<file path="src/masked_min_max_normalizer_assert.svh">
// Assertion macros shared by the masked min/max normalizer RTL.
// Expects a clock named clk and an active-low reset named arst_n in scope.
`ifndef MASKED_MIN_MAX_NORMALIZER_ASSERT_SVH
`define MASKED_MIN_MAX_NORMALIZER_ASSERT_SVH

// Same-cycle implication.
`define MMN_ASSERT_IMP(lbl, ante, cons, msg) \
	lbl: assert property (@(posedge clk) disable iff (!arst_n) (ante) |-> (cons)) \
		else $error(msg);

// Next-cycle implication.
`define MMN_ASSERT_NXT(lbl, ante, cons, msg) \
	lbl: assert property (@(posedge clk) disable iff (!arst_n) (ante) |=> (cons)) \
		else $error(msg);

`endif

</file>
<file path="src/mmn_pkg.sv">
// Package for the masked min/max normalizer: widths, codes and shared types.
// No dependencies.
`timescale 1ns / 1ps
`default_nettype none

package mmn_pkg;

	localparam int PIXEL_BITS = 16;
	localparam int FRAC_BITS  = 15;
	localparam int MAG_W      = PIXEL_BITS - 1;
	localparam int OUT_W      = FRAC_BITS + 1;
	localparam int S_TDATA_W  = ((PIXEL_BITS + 7) / 8) * 8;
	localparam int M_TDATA_W  = ((OUT_W + 7) / 8) * 8;
	localparam int CNT_W      = $clog2(FRAC_BITS + 1);

	localparam logic [MAG_W-1:0] MAG_MAX = {MAG_W{1'b1}};
	localparam logic [OUT_W-1:0] ONE_Q   = OUT_W'(1) << FRAC_BITS;

	// req_type codes
	localparam logic REQ_MEASURE = 1'b0;
	localparam logic REQ_NORM    = 1'b1;

	typedef enum logic {
		ST_IDLE,
		ST_DIV
	} state_t;

	typedef struct packed {
		logic start;
		logic ack;
	} div_ctrl_t;

	typedef struct packed {
		logic busy;
		logic done;
	} div_stat_t;

	typedef struct packed {
		logic             any_valid;
		logic [MAG_W-1:0] min_seen;
		logic [MAG_W-1:0] max_seen;
	} stats_t;

endpackage

`default_nettype wire

</file>
<file path="src/mmn_stats.sv">
// Min/max tracker for the measure pass of the normalizer.
// Depends on mmn_pkg.
`timescale 1ns / 1ps
`default_nettype none

module mmn_stats import mmn_pkg::*; (
	input  wire logic             clk,
	input  wire logic             arst_n,
	input  wire logic             upd,
	input  wire logic             restart,
	input  wire logic             neg,
	input  wire logic [MAG_W-1:0] mag,
	output stats_t                stats
);

	logic [MAG_W-1:0] min_q, max_q;
	logic             any_q;
	logic [MAG_W-1:0] min_base, max_base;
	logic             any_base;

	// a frame start clears the statistics before this item is folded in
	always_comb begin
		min_base = restart ? MAG_MAX : min_q;
		max_base = restart ? '0 : max_q;
		any_base = restart ? 1'b0 : any_q;
	end

	always_ff @(posedge clk or negedge arst_n) begin
		if (!arst_n) begin
			min_q <= MAG_MAX;
			max_q <= '0;
			any_q <= 1'b0;
		end else if (upd) begin
			if (neg) begin
				min_q <= min_base;
				max_q <= max_base;
				any_q <= any_base;
			end else begin
				min_q <= (mag < min_base) ? mag : min_base;
				max_q <= (mag > max_base) ? mag : max_base;
				any_q <= 1'b1;
			end
		end
	end

	assign stats.any_valid = any_q;
	assign stats.min_seen  = min_q;
	assign stats.max_seen  = max_q;

endmodule

`default_nettype wire

</file>
<file path="src/mmn_div.sv">
// Restoring radix-2 divider, one quotient bit per cycle.
// Computes (num << FRAC_BITS) / den for num < den. Depends on mmn_pkg.
`timescale 1ns / 1ps
`default_nettype none

module mmn_div import mmn_pkg::*; (
	input  wire logic                 clk,
	input  wire logic                 arst_n,
	input  wire div_ctrl_t            ctrl,
	input  wire logic [MAG_W-1:0]     num,
	input  wire logic [MAG_W-1:0]     den,
	output div_stat_t                 stat,
	output logic      [FRAC_BITS-1:0] quot
);

	logic                 run_q;
	logic [CNT_W-1:0]     cnt_q;
	logic [MAG_W-1:0]     rem_q;
	logic [MAG_W-1:0]     den_q;
	logic [FRAC_BITS-1:0] quot_q;
	logic [MAG_W:0]       trial;
	logic                 fits;
	logic [MAG_W:0]       diff;
	logic                 stepping;

	// remainder stays below den, so doubling fits in MAG_W+1 bits
	always_comb begin
		trial    = {rem_q, 1'b0};
		fits     = trial >= {1'b0, den_q};
		diff     = trial - {1'b0, den_q};
		stepping = run_q && (cnt_q != '0);
	end

	always_ff @(posedge clk or negedge arst_n) begin
		if (!arst_n) begin
			run_q <= 1'b0;
			cnt_q <= '0;
		end else if (ctrl.start) begin
			run_q <= 1'b1;
			cnt_q <= CNT_W'(FRAC_BITS);
		end else if (stepping) begin
			cnt_q <= cnt_q - CNT_W'(1);
		end else if (ctrl.ack) begin
			run_q <= 1'b0;
		end
	end

	always_ff @(posedge clk) begin
		if (ctrl.start) begin
			rem_q  <= num;
			den_q  <= den;
			quot_q <= '0;
		end else if (stepping) begin
			rem_q  <= fits ? diff[MAG_W-1:0] : trial[MAG_W-1:0];
			quot_q <= {quot_q[FRAC_BITS-2:0], fits};
		end
	end

	assign stat.busy = run_q;
	assign stat.done = run_q && (cnt_q == '0);
	assign quot      = quot_q;

endmodule

`default_nettype wire

</file>
<file path="src/masked_min_max_normalizer.sv">
// Channel  Dir  tdata                 tuser
// s_*      in   pixel[15:0]           req_type[0], frame_start[1]
// m_*      out  norm_value[15:0]      masked[0]
//
// Measure items update the statistics; normalize items that need no division
// load the output directly. A normalize item that divides passes accept, 15
// divider steps (one quotient bit each) and an output load that waits for room.
// s_tready is low while the divider runs and while the output register is
// full and not being taken. Reset clears statistics and control state.
// Top level: sequencer, statistics and divider. Depends on mmn_pkg, mmn_stats,
// mmn_div and masked_min_max_normalizer_assert.svh.
`timescale 1ns / 1ps
`default_nettype none
`include "masked_min_max_normalizer_assert.svh"

module masked_min_max_normalizer import mmn_pkg::*; (
	input  wire logic                 clk,
	input  wire logic                 arst_n,
	input  wire logic                 s_tvalid,
	output logic                      s_tready,
	input  wire logic [S_TDATA_W-1:0] s_tdata,  // pixel
	input  wire logic [1:0]           s_tuser,  // req_type, frame_start
	output logic                      m_tvalid,
	input  wire logic                 m_tready,
	output logic      [M_TDATA_W-1:0] m_tdata,  // norm_value
	output logic                      m_tuser   // masked
);

	state_t               state_q, state_nxt;
	stats_t               stats;
	div_ctrl_t            dctrl;
	div_stat_t            dstat;
	logic [FRAC_BITS-1:0] quot;

	logic                 accept;
	logic                 is_norm;
	logic                 neg;
	logic [MAG_W-1:0]     mag;
	logic [MAG_W-1:0]     num;
	logic [MAG_W-1:0]     den;
	logic                 res_zero;
	logic                 res_full;
	logic                 need_div;
	logic                 slot_free;
	logic                 fast_load;
	logic                 div_load;

	logic                 m_valid_q;
	logic [OUT_W-1:0]     m_data_q;
	logic                 m_user_q;

	always_comb begin
		neg      = s_tdata[PIXEL_BITS-1];
		mag      = s_tdata[MAG_W-1:0];
		is_norm  = s_tuser[0] == REQ_NORM;
		num      = mag - stats.min_seen;
		den      = stats.max_seen - stats.min_seen;
		// no valid pixel, empty range, or pixel at or below the minimum
		res_zero = !stats.any_valid || (stats.max_seen <= stats.min_seen)
			|| (mag <= stats.min_seen);
		res_full = num >= den;
		need_div = !neg && !res_zero && !res_full;
	end

	assign slot_free = !m_valid_q || m_tready;
	assign accept    = s_tvalid && s_tready;
	assign fast_load = accept && is_norm && !need_div;
	assign div_load  = (state_q == ST_DIV) && dstat.done && slot_free;

	// next state
	always_comb begin
		state_nxt = state_q;
		case (state_q)
			ST_IDLE: begin
				if (accept && is_norm && need_div) begin
					state_nxt = ST_DIV;
				end
			end
			ST_DIV: begin
				if (div_load) begin
					state_nxt = ST_IDLE;
				end
			end
			default: state_nxt = ST_IDLE;
		endcase
	end

	// sequencer outputs
	always_comb begin
		s_tready    = 1'b0;
		dctrl.start = 1'b0;
		dctrl.ack   = 1'b0;
		case (state_q)
			ST_IDLE: begin
				s_tready    = slot_free;
				dctrl.start = accept && is_norm && need_div;
			end
			ST_DIV: begin
				dctrl.ack = div_load;
			end
			default: ;
		endcase
	end

	always_ff @(posedge clk or negedge arst_n) begin
		if (!arst_n) begin
			state_q <= ST_IDLE;
		end else begin
			state_q <= state_nxt;
		end
	end

	mmn_stats u_stats (
		.clk     (clk),
		.arst_n  (arst_n),
		.upd     (accept && (s_tuser[0] == REQ_MEASURE)),
		.restart (s_tuser[1]),
		.neg     (neg),
		.mag     (mag),
		.stats   (stats)
	);

	mmn_div u_div (
		.clk    (clk),
		.arst_n (arst_n),
		.ctrl   (dctrl),
		.num    (num),
		.den    (den),
		.stat   (dstat),
		.quot   (quot)
	);

	always_ff @(posedge clk or negedge arst_n) begin
		if (!arst_n) begin
			m_valid_q <= 1'b0;
		end else if (fast_load || div_load) begin
			m_valid_q <= 1'b1;
		end else if (m_tready) begin
			m_valid_q <= 1'b0;
		end
	end

	always_ff @(posedge clk) begin
		if (fast_load) begin
			m_user_q <= neg;
			m_data_q <= (neg || !res_zero) ? ONE_Q : '0;
		end else if (div_load) begin
			m_user_q <= 1'b0;
			m_data_q <= OUT_W'(quot);
		end
	end

	assign m_tvalid = m_valid_q;
	assign m_tdata  = M_TDATA_W'(m_data_q);
	assign m_tuser  = m_user_q;

	`MMN_ASSERT_IMP(a_no_accept_in_div, state_q == ST_DIV, !s_tready, "item accepted while dividing")
	`MMN_ASSERT_IMP(a_out_range, m_valid_q, m_data_q <= ONE_Q, "normalized value above one")
	`MMN_ASSERT_IMP(a_masked_one, m_valid_q && m_user_q, m_data_q == ONE_Q, "masked item not one")
	`MMN_ASSERT_NXT(a_div_result, div_load, m_valid_q && !m_user_q, "divider result not presented")
	`MMN_ASSERT_IMP(a_div_running, state_q == ST_DIV, dstat.busy, "divider idle in divide state")

endmodule

`default_nettype wire
</file>
<file path="config.mk">
export PLATFORM = sky130hd
export DESIGN_NAME = masked_min_max_normalizer
export DESIGN_NICKNAME = d
export VERILOG_FILES = /design/src/mmn_pkg.sv /design/src/mmn_stats.sv /design/src/mmn_div.sv /design/src/masked_min_max_normalizer.sv
export VERILOG_INCLUDE_DIRS = /design/src /design/src/src
export SDC_FILE = /design/constraint.sdc
export NUM_CORES = 1
export LEC_CHECK = 0
export ABC_AREA = 1
export BUFFER_PORTS_ARGS = -buffer_cell sky130_fd_sc_hd__buf_2
export CAP_MARGIN = 20
export CORE_MARGIN = 4
export CORE_UTILIZATION = 45
export CTS_CLUSTER_DIAMETER = 80
export CTS_CLUSTER_SIZE = 14
export DETAILED_ROUTE_END_ITERATION = 8
export PLACE_DENSITY = 0.63
export SLEW_MARGIN = 40
export SYNTH_ARGS = -nofsm -noshare
export SYNTH_HDL_FRONTEND = slang
export SYNTH_HIERARCHICAL = 1
export SYNTH_SLANG_ARGS = --single-unit
export TNS_END_PERCENT = 30
</file>
<file path="constraint.sdc">
create_clock -name clk -period 7.1 [get_ports clk]
set_input_delay 1.42 -clock clk [delete_from_list [all_inputs] [get_ports clk]]
set_output_delay 1.42 -clock clk [all_outputs]
set_load 0.02 [all_outputs]
</file>
==> impl_results.md <==
- Area enclosed by the die boundary: 20,900 µm²
- Maximum root-to-sink buffer count: 2
- Global route total overflow: 0
- Logic depth of the worst register-to-register path: 28
- Maximum number of pins on one net before global-route repair: 39
- Die boundary width: 144 µm
- Estimated wirelength of the detail-placed design: 15.0 mm
- Post-CTS clock slew at the launch and capture registers of the worst setup and hold paths: 0.09 ns
- TritonCTS clock tree: built
- Total routed wirelength: 18.7 mm
- TNS Setup: 0 ns
- Max-slew headroom: 53.2%
- Global-route total usage across every layer: 18.7%
- Mean instance size in the synthesized netlist: 7.35 µm²
- Setup slack of the worst register-to-register path: 2.20 ns
- Total power per unit cell area: 520 nW/µm²
- Initial Util: 46.2%
- Setup Viol. Count Final: 0
- Crit Path Category: in2reg
- Maximum vdd drop: 195 µV
- Count of antenna diodes in the layout: 0
- Final period utilization: 77.4%
- Largest stage delay on the critical path: 0.38 ns
- Most common cell after layout, fill and taps aside: nand2_1
- Final net count: 1,283
- Vias in the first global route: 6,745
- Worst setup SP type: input pin
- Commonest cells after routing, fill and taps aside: nand2_1, inv_1, nand3_1
- Routed len/inst: 13.3 µm
- Number of rows in the core area: 49
- Dpl cell area: 8700 µm²
- Iteration-0 DRC count of the detailed router: 360
- Clock Tree Root: clkbuf_16
- Gate Count Post-Synth: 1,140
- Status: finished, final reports clean
- Origin of the critical flop-to-flop path: u_stats/min_q[2]$_DFFE_PN1P_
- Post-route DRC: 0
- WHS Endpoint: u_div/quot[14]$_SDFFE_PP0P_
- Post-detailed-route via-to-cell ratio: 5.02
- Max Clock Freq: 182 MHz
- Slowest stage cell, crit path: ha_1
- Number of gates resized after cts: 0
- I/O Buffers: 40
- Unrepaired setup endpoints after global routing: no
- Gate family responsible for the most delay along the worst path: simple AND/OR/NAND/NOR gates
- Data required time at the worst endpoint: 7.22 ns
- Number of antenna violations at the first check in global routing: 0
- Transition time of the tightest slew-check pin: 0.701 ns
- Worst Slack Setup Final: 1.60 ns
- Final design utilization: 49.7%
- Vertical die dimension: 144 µm
- Max-capacitance violation count: 0
- Area of the placeable core: 18,100 µm²
- Level count of the clock H-tree: 3
- Cell area after technology mapping: 8380 µm²
- Count of buffering cells on the critical path with inverters included: 5
- Number of warning messages in the yosys log: 6
- Overall power: 4.69 mW
- Worst path most repeated cell: nand2_1
- Final number of hold-violating endpoints: 0
- Pre-CTS setup slack: 1.20 ns
- Latest clock arrival within the worst-skew pair: 0.36 ns
- Routability congestion estimate: 0.845
- Sink count of the clock tree: 100
- Cts bufs inserted: 9
- Cells on Worst Hold Path: 2
- Fraction of final layout cells with drive strength greater than 1: 12.3%
- Type of destination of the critical path: flip-flop
- Data arrival, critical path: 5.61 ns
- Number of buffers inserted by post-CTS setup repair: 0
- Finished Cell Area: 9020 µm²
- Antenna-violating nets left: 0
- Count of vias placed by the detailed router: 7,045
- Hold wc startpoint: u_div/quot[14]$_SDFFE_PP0P_
- Maximum fanout encountered on the critical timing path: 29
- Count of hold-fix buffers inserted at cts: 0
- Number of iterations in the first detailed-routing pass: 7
- First-pass GRT wire length: 31.9 mm
- Worst clock skew: 0.0145 ns
- Total count of max-transition violations in the final report: 0
- Area growth from synthesis to layout: 7.68%
- Tmin final: 5.50 ns
- Number of top-level pins: 41
- Reg-to-Reg End: u_div/rem_q[11]$_DFFE_PP_
- P_leak: 4.84 nW
- Hold crit path type: reg2reg
- Net count of the mapped netlist: 1,254
registers in the layout (all words and copies together), names as in the netlist:
name,count
m_tdata,16
u_div/den_q,15
u_div/quot,15
u_div/rem_q,15
u_stats/max_q,15
u_stats/min_q,15
u_div/cnt_q,4
m_tuser,1
m_tvalid,1
state_q,1
u_div/run_q,1
u_stats/any_q,1
power breakdown:
part | switching, mW | total, mW | leakage, nW | internal (mW)
clock network | 0.254 | 0.509 | 0.153 | 0.254
registers | 0.144 | 1.11 | 1.02 | 0.971
logic | 1.93 | 3.07 | 3.67 | 1.14
total | 2.33 | 4.69 | 4.84 | 2.37
layout make-up:
type / count / area (µm²)
clock buffers: 9 / 225
flip-flops and latches: 100 / 2680
well taps: 229 / 287
repair buffers: 44 / 233
fillers: 1815 / 9130
multi-input cells: 821 / 4780
clock inverters: 7 / 93.8
inverters: 193 / 724
tightest hold or removal path, delay by kind of cell, from the launching register on:
kind / cells / cell delay, ns
DFF: 1 / 0.34
and+or+nand+nor: 1 / 0.05
AOI/OAI and AO/OA: 1 / 0.05
through the flow:
stage / hold slack, ns / std cells
3_5_place_dp: 0.459 / 1387
6_report: 0.474 / 1403
2_1_floorplan: 0.422 / 1140
3_3_place_gp: 0.465 / 1387
4_1_cts: 0.483 / 1403
5_1_grt: 0.501 / 1403
layer usage:
layer  wire, µm  up-vias  share of wire (%)  global-route usage (%)
met5          0        -                  0                       0
met3        515       27                2.8                    2.58
li1           -     3722                  -                       -
met4        388        0                2.1                    5.50
met2       8530      107                 46                    30.9
met1       9260     3189                 50                    25.7
worst max path at each step:
| stage | start | depth (start not counted) | slack (ns) | endpoint |
|---|---|---|---|---|
| 2_1_floorplan | s_tdata[2] | 25 | 1.37 | u_div/rem_q[0]$_DFFE_PP_ |
| 3_3_place_gp | s_tdata[2] | 24 | 1.24 | u_div/rem_q[1]$_DFFE_PP_ |
| 3_5_place_dp | s_tdata[2] | 28 | 1.20 | u_div/rem_q[11]$_DFFE_PP_ |
| 4_1_cts | s_tdata[2] | 28 | 1.59 | u_div/rem_q[11]$_DFFE_PP_ |
| 5_1_grt | s_tdata[2] | 28 | 1.11 | u_div/rem_q[13]$_DFFE_PP_ |
| 6_report | s_tdata[2] | 28 | 1.60 | u_div/rem_q[11]$_DFFE_PP_ |
Note: power is estimated with default switching activity, not from simulation.
